==> config.mk <==
export PLATFORM = sky130hd
export DESIGN_NAME = lpdm_ctrl
export DESIGN_NICKNAME = d
export VERILOG_FILES = /design/src/rtl/core/lpdm_pkg.sv /design/src/rtl/core/lpdm_ctrl.sv
export VERILOG_INCLUDE_DIRS = /design/src /design/src/rtl/core
export SDC_FILE = /design/constraint.sdc
export NUM_CORES = 1
export LEC_CHECK = 0
export BUFFER_PORTS_ARGS = -buffer_cell sky130_fd_sc_hd__buf_4
export CORE_AREA = 2 2 39 41
export CTS_BUF_LIST = sky130_fd_sc_hd__clkbuf_16
export DETAILED_ROUTE_END_ITERATION = 8
export DIE_AREA = 0 0 41 43
export SYNTH_ARGS = -nofsm -noshare
export SYNTH_HDL_FRONTEND = slang
export SYNTH_SLANG_ARGS = --single-unit
==> constraint.sdc <==
create_clock -name clock -period 2.2 [get_ports clock]
set_input_delay 0.11 -clock clock [delete_from_list [all_inputs] [get_ports clock]]
set_output_delay 0.11 -clock clock [all_outputs]
set_load 0.005 [all_outputs]
==> src/rtl/core/assert_macros.svh <==
// assertion macros shared by the rtl files
// no dependencies
`ifndef ASSERT_MACROS_SVH
`define ASSERT_MACROS_SVH

// a implies b in the same cycle
`define ASSERT_SAME(label, clk, rst, a, b, msg) \
   label: assert property (@(posedge clk) disable iff (rst) (a) |-> (b)) else $error(msg);

// a implies b in the next cycle
`define ASSERT_NEXT(label, clk, rst, a, b, msg) \
   label: assert property (@(posedge clk) disable iff (rst) (a) |=> (b)) else $error(msg);

`endif

==> src/rtl/core/lpdm_pkg.sv <==
// constants and types of the longest prefix dictionary match block
// no dependencies
package lpdm_pkg;
   localparam int MAX_ENTRIES = 512;
   localparam int WORD_LEN    = 20;

   localparam int IDX_W       = 9;
   localparam int POS_W       = 5;
   localparam int CHAR_W      = 7;
   localparam int ENTRY_W     = $clog2(MAX_ENTRIES);
   localparam int COUNT_W     = $clog2(MAX_ENTRIES + 1);
   localparam int LEN_W       = $clog2(WORD_LEN + 1);
   localparam int QIDX_W      = $clog2(WORD_LEN);
   localparam int CHAR_ADDR_W = $clog2(MAX_ENTRIES * WORD_LEN);

   typedef enum logic {
      CMD_LOAD  = 1'b0,
      CMD_QUERY = 1'b1
   } command_type;

   typedef enum logic [2:0] {
      ST_IDLE,
      ST_QLEN,
      ST_LEN,
      ST_LENW,
      ST_CHR,
      ST_DONE
   } state_type;

   typedef struct packed {
      logic accept;
      logic qlen_load;
      logic scan_start;
      logic len_read;
      logic char_first;
      logic char_next;
      logic entry_next;
      logic take_best;
      logic result_load;
   } ctrl_cmd_type;

   typedef struct packed {
      logic query_end;
      logic scan_done;
      logic len_zero;
      logic chr_end;
      logic rsp_free;
   } dp_stat_type;
endpackage

==> src/rtl/core/lpdm_ctrl.sv <==
// controller state machine for the dictionary scan
// depends on lpdm_pkg and assert_macros.svh
`include "assert_macros.svh"
module lpdm_ctrl (
   input  logic                  clock,
   input  logic                  reset,
   input  logic                  req_valid,
   output logic                  req_ready,
   input  lpdm_pkg::dp_stat_type stat,
   output lpdm_pkg::ctrl_cmd_type cmd
);
   import lpdm_pkg::*;

   state_type state_ff, state_in;

   // state register
   always_ff @(posedge clock) begin
      if (reset) begin
         state_ff <= ST_IDLE;
      end else begin
         state_ff <= state_in;
      end
   end

   // next state and commands
   always_comb begin
      state_in  = state_ff;
      cmd       = '0;
      req_ready = 1'b0;
      case (state_ff)
         ST_IDLE: begin
            req_ready  = 1'b1;
            cmd.accept = req_valid;
            if (req_valid && stat.query_end) begin
               state_in = ST_QLEN;
            end
         end
         ST_QLEN: begin
            cmd.qlen_load  = 1'b1;
            cmd.scan_start = 1'b1;
            state_in       = ST_LEN;
         end
         ST_LEN: begin
            if (stat.scan_done) begin
               state_in = ST_DONE;
            end else begin
               cmd.len_read = 1'b1;
               state_in     = ST_LENW;
            end
         end
         ST_LENW: begin
            if (stat.len_zero) begin
               cmd.entry_next = 1'b1;
               state_in       = ST_LEN;
            end else begin
               cmd.char_first = 1'b1;
               state_in       = ST_CHR;
            end
         end
         ST_CHR: begin
            if (stat.chr_end) begin
               cmd.take_best  = 1'b1;
               cmd.entry_next = 1'b1;
               state_in       = ST_LEN;
            end else begin
               cmd.char_next = 1'b1;
            end
         end
         ST_DONE: begin
            if (stat.rsp_free) begin
               cmd.result_load = 1'b1;
               state_in        = ST_IDLE;
            end
         end
         default: begin
            state_in = ST_IDLE;
         end
      endcase
   end

   `ASSERT_NEXT(a_query_starts, clock, reset, state_ff == ST_IDLE && req_valid && stat.query_end, state_ff == ST_QLEN, "query end did not start a scan")
   `ASSERT_NEXT(a_done_returns, clock, reset, state_ff == ST_DONE && stat.rsp_free, state_ff == ST_IDLE, "result load did not return to idle")
endmodule

# Word level (Yosys, flattened, before mapping)
# Index checks and enable logic that the tools add are counted.
classes:
  n_eq_ne: 8
  n_mux: 21
  n_reduce_logical: 3
op_table:
  columns: ["cell", "count"]
  rows:
  - ["3-bit one-hot mux with 6 select lines", 1]
  - ["3-bit 2-to-1 mux", 5]
  - ["1-bit 2-to-1 mux", 12]
  - ["3-bit by 2-bit equality test with 1-bit output, second input constant", 2]
  - ["3-bit equality test, second input constant", 2]
  - ["2-bit inequality test, second input constant", 3]
  - ["2-bit 2-to-1 mux", 2]
  - ["3-bit by 1-bit equality test with 1-bit output, second input constant", 1]
  - ["3-bit zero test", 1]
  - ["3-bit AND reduction", 1]
  - ["1-bit one-hot mux with 2 select lines", 1]
  - ["1-bit logical AND", 1]
word_totals:
  register_bits: 3
  input_bits: 8
  output_inout_bits: 10
  word_cells: 33

# Depth between registers and ports, before layout
logic_depth:
  ltp_word: 3
  mapped_depth: 4
  depth_no_buf: 3

# Worst setup path after synthesis
# No wires, ideal clock.
synth_path:
  path_type: "register to output"
  startpoint: "register state_ff[0]"
  endpoint: "output cmd[7] (netlist bit)"
  t_arrival_ns: 0.985
  required_ns: 2.090
  setup_slack_ns: 1.105
  path_stages_with_launch: 5
  path_buffers: 2
  path_cell_list: "dfxtp_1 > buf_4 > nor2b_2 > nor2b_1 > buf_4"
synth_rtl:
  columns: ["element", "line_no", "source"]
  rows:
  - ["start, declared", "lpdm_ctrl.sv:14", "state_type state_ff, state_in;"]
  - ["start signal, assigned", "lpdm_ctrl.sv:21", "state_ff <= state_in;"]
  - ["end, declared", "lpdm_ctrl.sv:10", "output lpdm_pkg::ctrl_cmd_type cmd"]

==> impl_summary.log <==
INFO  metric avgSynthCellArea = 8.56 um^2
INFO  metric placed_cells = 62
INFO  metric ctsRootBufferMaster = sky130_fd_sc_hd__clkbuf_16
INFO  metric tritoncts_clock_tree = done
INFO  metric cellInternalPower = 325 uW
INFO  metric final.setup.tns = 0 ps
INFO  metric hold_slack = 64.4 ps
INFO  metric maximum_vdd_ir_drop = 0.402 mV
INFO  metric hold_path.class = input pin to flip-flop
INFO  metric dr.first_iter.drc_count = 4
INFO  metric grt-ovfl-total = 0
INFO  metric timing.final.crit_period = 1460 ps
INFO  metric groute.layer.met1.usage = 9.29%
INFO  metric largest_reg_flops = 3
INFO  metric ioPinCount = 18
INFO  metric globalplace.congestion = 0.599
INFO  metric global_route.usage.total = 7.52%
INFO  metric number_of_routed_nets_with_antenna_violations = 0
INFO  metric finalCritPeriodShare = 66.2%
INFO  metric timing_worst_setup_path_type = flip-flop to output pin
INFO  metric busiest_layer = met2
INFO  metric netSwitchingFraction = 18.2%
INFO  metric placedInstanceArea = 399 um^2
INFO  metric part_of_the_yosys_area_used_for_sequential_elements = 21.9%
INFO  metric adder_and_majority_cell_fraction_of_the_synthesized_area = 0%
INFO  metric worst_path_arrival_time = 1350 ps
INFO  metric die-area = 1760 um^2
INFO  metric yosys.area.top_type_share = 21.9%
INFO  metric synth_top_family_by_area = simple AND/OR/NAND/NOR gates
INFO  metric die_span_x = 41 um
INFO  metric post_route_design_area = 478 um^2
INFO  metric post_drt_via_cell_ratio = 4.23
INFO  metric layout-drive-gt1-share = 56.0%
INFO  metric rsz0062_at_grt = false
INFO  metric cts_resized = 0
INFO  metric p_per_area = 832 nW/um^2
INFO  metric path_delay_family = flip-flops
INFO  metric crit_path_end_kind = output pin
INFO  metric area_delta_synth_final = 74.4%
INFO  metric fillerInstances = 153
INFO  metric clock_power_share = 70.4%
INFO  metric grt_pass1_wl = 931 um
INFO  metric pwr-share-comb = 13.0%
INFO  metric syn-instance-count = 32
INFO  metric achievable-frequency = 686 MHz
INFO  metric clkSinkCount = 3
INFO  metric cp_cell_sequence = nor2b_2, nor2b_1, buf_4
INFO  metric slowest_stage = sky130_fd_sc_hd__dfxtp_1
INFO  metric synth_ff_type = sky130_fd_sc_hd__dfxtp_1
INFO  metric rows = 14
INFO  metric cts-hold-fix-buffers = 0
INFO  metric synthesis.nets = 40
INFO  metric start_util = 19.8%
INFO  metric dp_hpwl = 499 um
INFO  metric post_cts.repair.setup_buffers = 0
INFO  metric final-instance-count-excl-fill = 66
INFO  metric critical_path_s_largest_stage_delay = 520 ps
INFO  metric kind_of_start_point_of_the_critical_path = flip-flop
INFO  metric core-area = 1380 um^2
INFO  metric timing.final.hold_violations = 0
INFO  metric final_net_count = 59
INFO  metric wl = 607 um
INFO  metric synth_cell_types = 21
INFO  metric leakagePower = 0.000201 uW
INFO  metric synth_compound_gate_area_share = 18.7%
INFO  metric largest_registers = state_ff x3
INFO  metric synthMuxAreaShare = 0%
INFO  metric slew-limit-headroom = 76.0%
INFO  metric synth_enable_flop_cells = 0
INFO  metric critical_path_required = 2090 ps
INFO  metric most_area_consuming_cells_after_synthesis = sky130_fd_sc_hd__dfxtp_1, sky130_fd_sc_hd__nor4b_4, sky130_fd_sc_hd__buf_4, sky130_fd_sc_hd__and4bb_4, sky130_fd_sc_hd__a211oi_2
INFO  metric finClkSkew = 1.08 ps
INFO  metric synth_top_area_cell = sky130_fd_sc_hd__dfxtp_1
INFO  metric synth_top_cells_by_count = sky130_fd_sc_hd__buf_4, sky130_fd_sc_hd__dfxtp_1, sky130_fd_sc_hd__nand2_1, sky130_fd_sc_hd__nor2_1
INFO  metric timing.max_cap.violations = 0
INFO  metric io_buffer_count = 17
INFO  metric worst-slew-pin-transition = 360 ps
INFO  metric cts_max_level = 1
INFO  metric worst-path-max-fanout = 11
INFO  metric status = finished clean
INFO  metric async_reset_ff_share = 0%
INFO  metric power.sequential.fraction = 16.6%
INFO  metric synth_xor_area_share = 0%
INFO  metric net-switching-power = 72.4 uW
INFO  metric worst_skew_pair.late_latency = 220 ps
INFO  metric synth_area = 274 um^2
INFO  metric critical_path_buf_inv_count = 1
INFO  metric ys_seq_elements = 3
INFO  metric grt_start_max_net_pins = 12
INFO  metric final_max_slew_viol_count = 0
INFO  metric post_synthesis_share_of_cell_area_spent_on_and_or_nand_and_nor_gates = 49.8%
INFO  metric die_y = 43 um
INFO  metric cts_inserted_buffers = 3
INFO  metric clkTransAtPathRegs = 30 ps
INFO  metric routedWlPerCell = 9.20 um
INFO  metric met3_usage = 3.66%
INFO  metric detailedRoute.firstPassIterationCount = 3
INFO  metric grt_met2_usage = 11.3%
INFO  metric yosysWarningCount = 0
INFO  metric largest_reg_by_ff_count = state_ff
INFO  metric insertedDiodeCount = 0
INFO  metric cts_max_path_buffers = 2
INFO  metric first_global_vias = 233
INFO  metric vias = 279
INFO  metric remaining_routing_drc_violations = 0
INFO  metric setup_violations = 0
INFO  metric initial_antenna_violation_count = 0
==> metal layers <==
layer,routed length [um],up-vias
li1,-,148
met1,248,124
met2,313,7
met3,44,0
met4,0,0
met5,0,-
==> stage by stage <==
step / power [uW] / util [%] / setup WS, ps
finish: 398 / 34.5 / 743
floorplan: 94.7 / - / 1110
CTS: 402 / 34.5 / 740
global route: 416 / 34.5 / 606
global placement: 119 / 28.8 / 975
detailed placement: 119 / 28.8 / 965
==> path summary, 6_finish.rpt <==
path	from	slack, ps	cells after the start	to
setup / recovery	state_ff[0]$_SDFFE_PP0P_	740	3	cmd[7]
hold / removal	reset	60	2	state_ff[1]$_SDFFE_PP0P_
setup reg to reg	state_ff[0]$_SDFFE_PP0P_	1030	3	state_ff[1]$_SDFFE_PP0P_
hold reg to reg	state_ff[1]$_SDFFE_PP0P_	600	2	state_ff[2]$_SDFFE_PP0P_
==> placed cells by master, fill, tap and decap left out, drive strengths merged, types with 2 or more instances in the layout <==
cell type  instances
nand2              3
a21oi              2
nor2b              2
nor2               4
nor3               2
inv                2
nand2b             3
buf               17
clkbuf             3
dfxtp              3
==> logic make-up (layout without fill, tap and decap cells) <==
logic type,Yosys count,in the layout
buffers and inverters,4,22
and+or+nand+nor,19,19
AOI/OAI and AO/OA,6,6
DFF,3,3
==> power groups by stage <==
stage | Clock (uW) | Sequential (uW) | Combinational [uW]
floorplan | 0 | 60.7 | 34.0
global route | 291 | 67.2 | 57.9
global placement | 0 | 66.9 | 52.3
detailed placement | 0 | 67.1 | 52.4
finish | 280 | 66.2 | 51.6
CTS | 283 | 66.2 | 52.5
==> area by class of cell <==
type	instances	area [um^2]	area share (%)
flip-flops and latches	3	60.1	12.6
multi-input cells	25	188	39.3
clock inverters	1	3.75	0.785
repair buffers	17	128	26.7
well taps	16	20.0	4.19
inverters	1	3.75	0.785
clock buffers	3	75.1	15.7
Power figures use the tool's default switching activity.
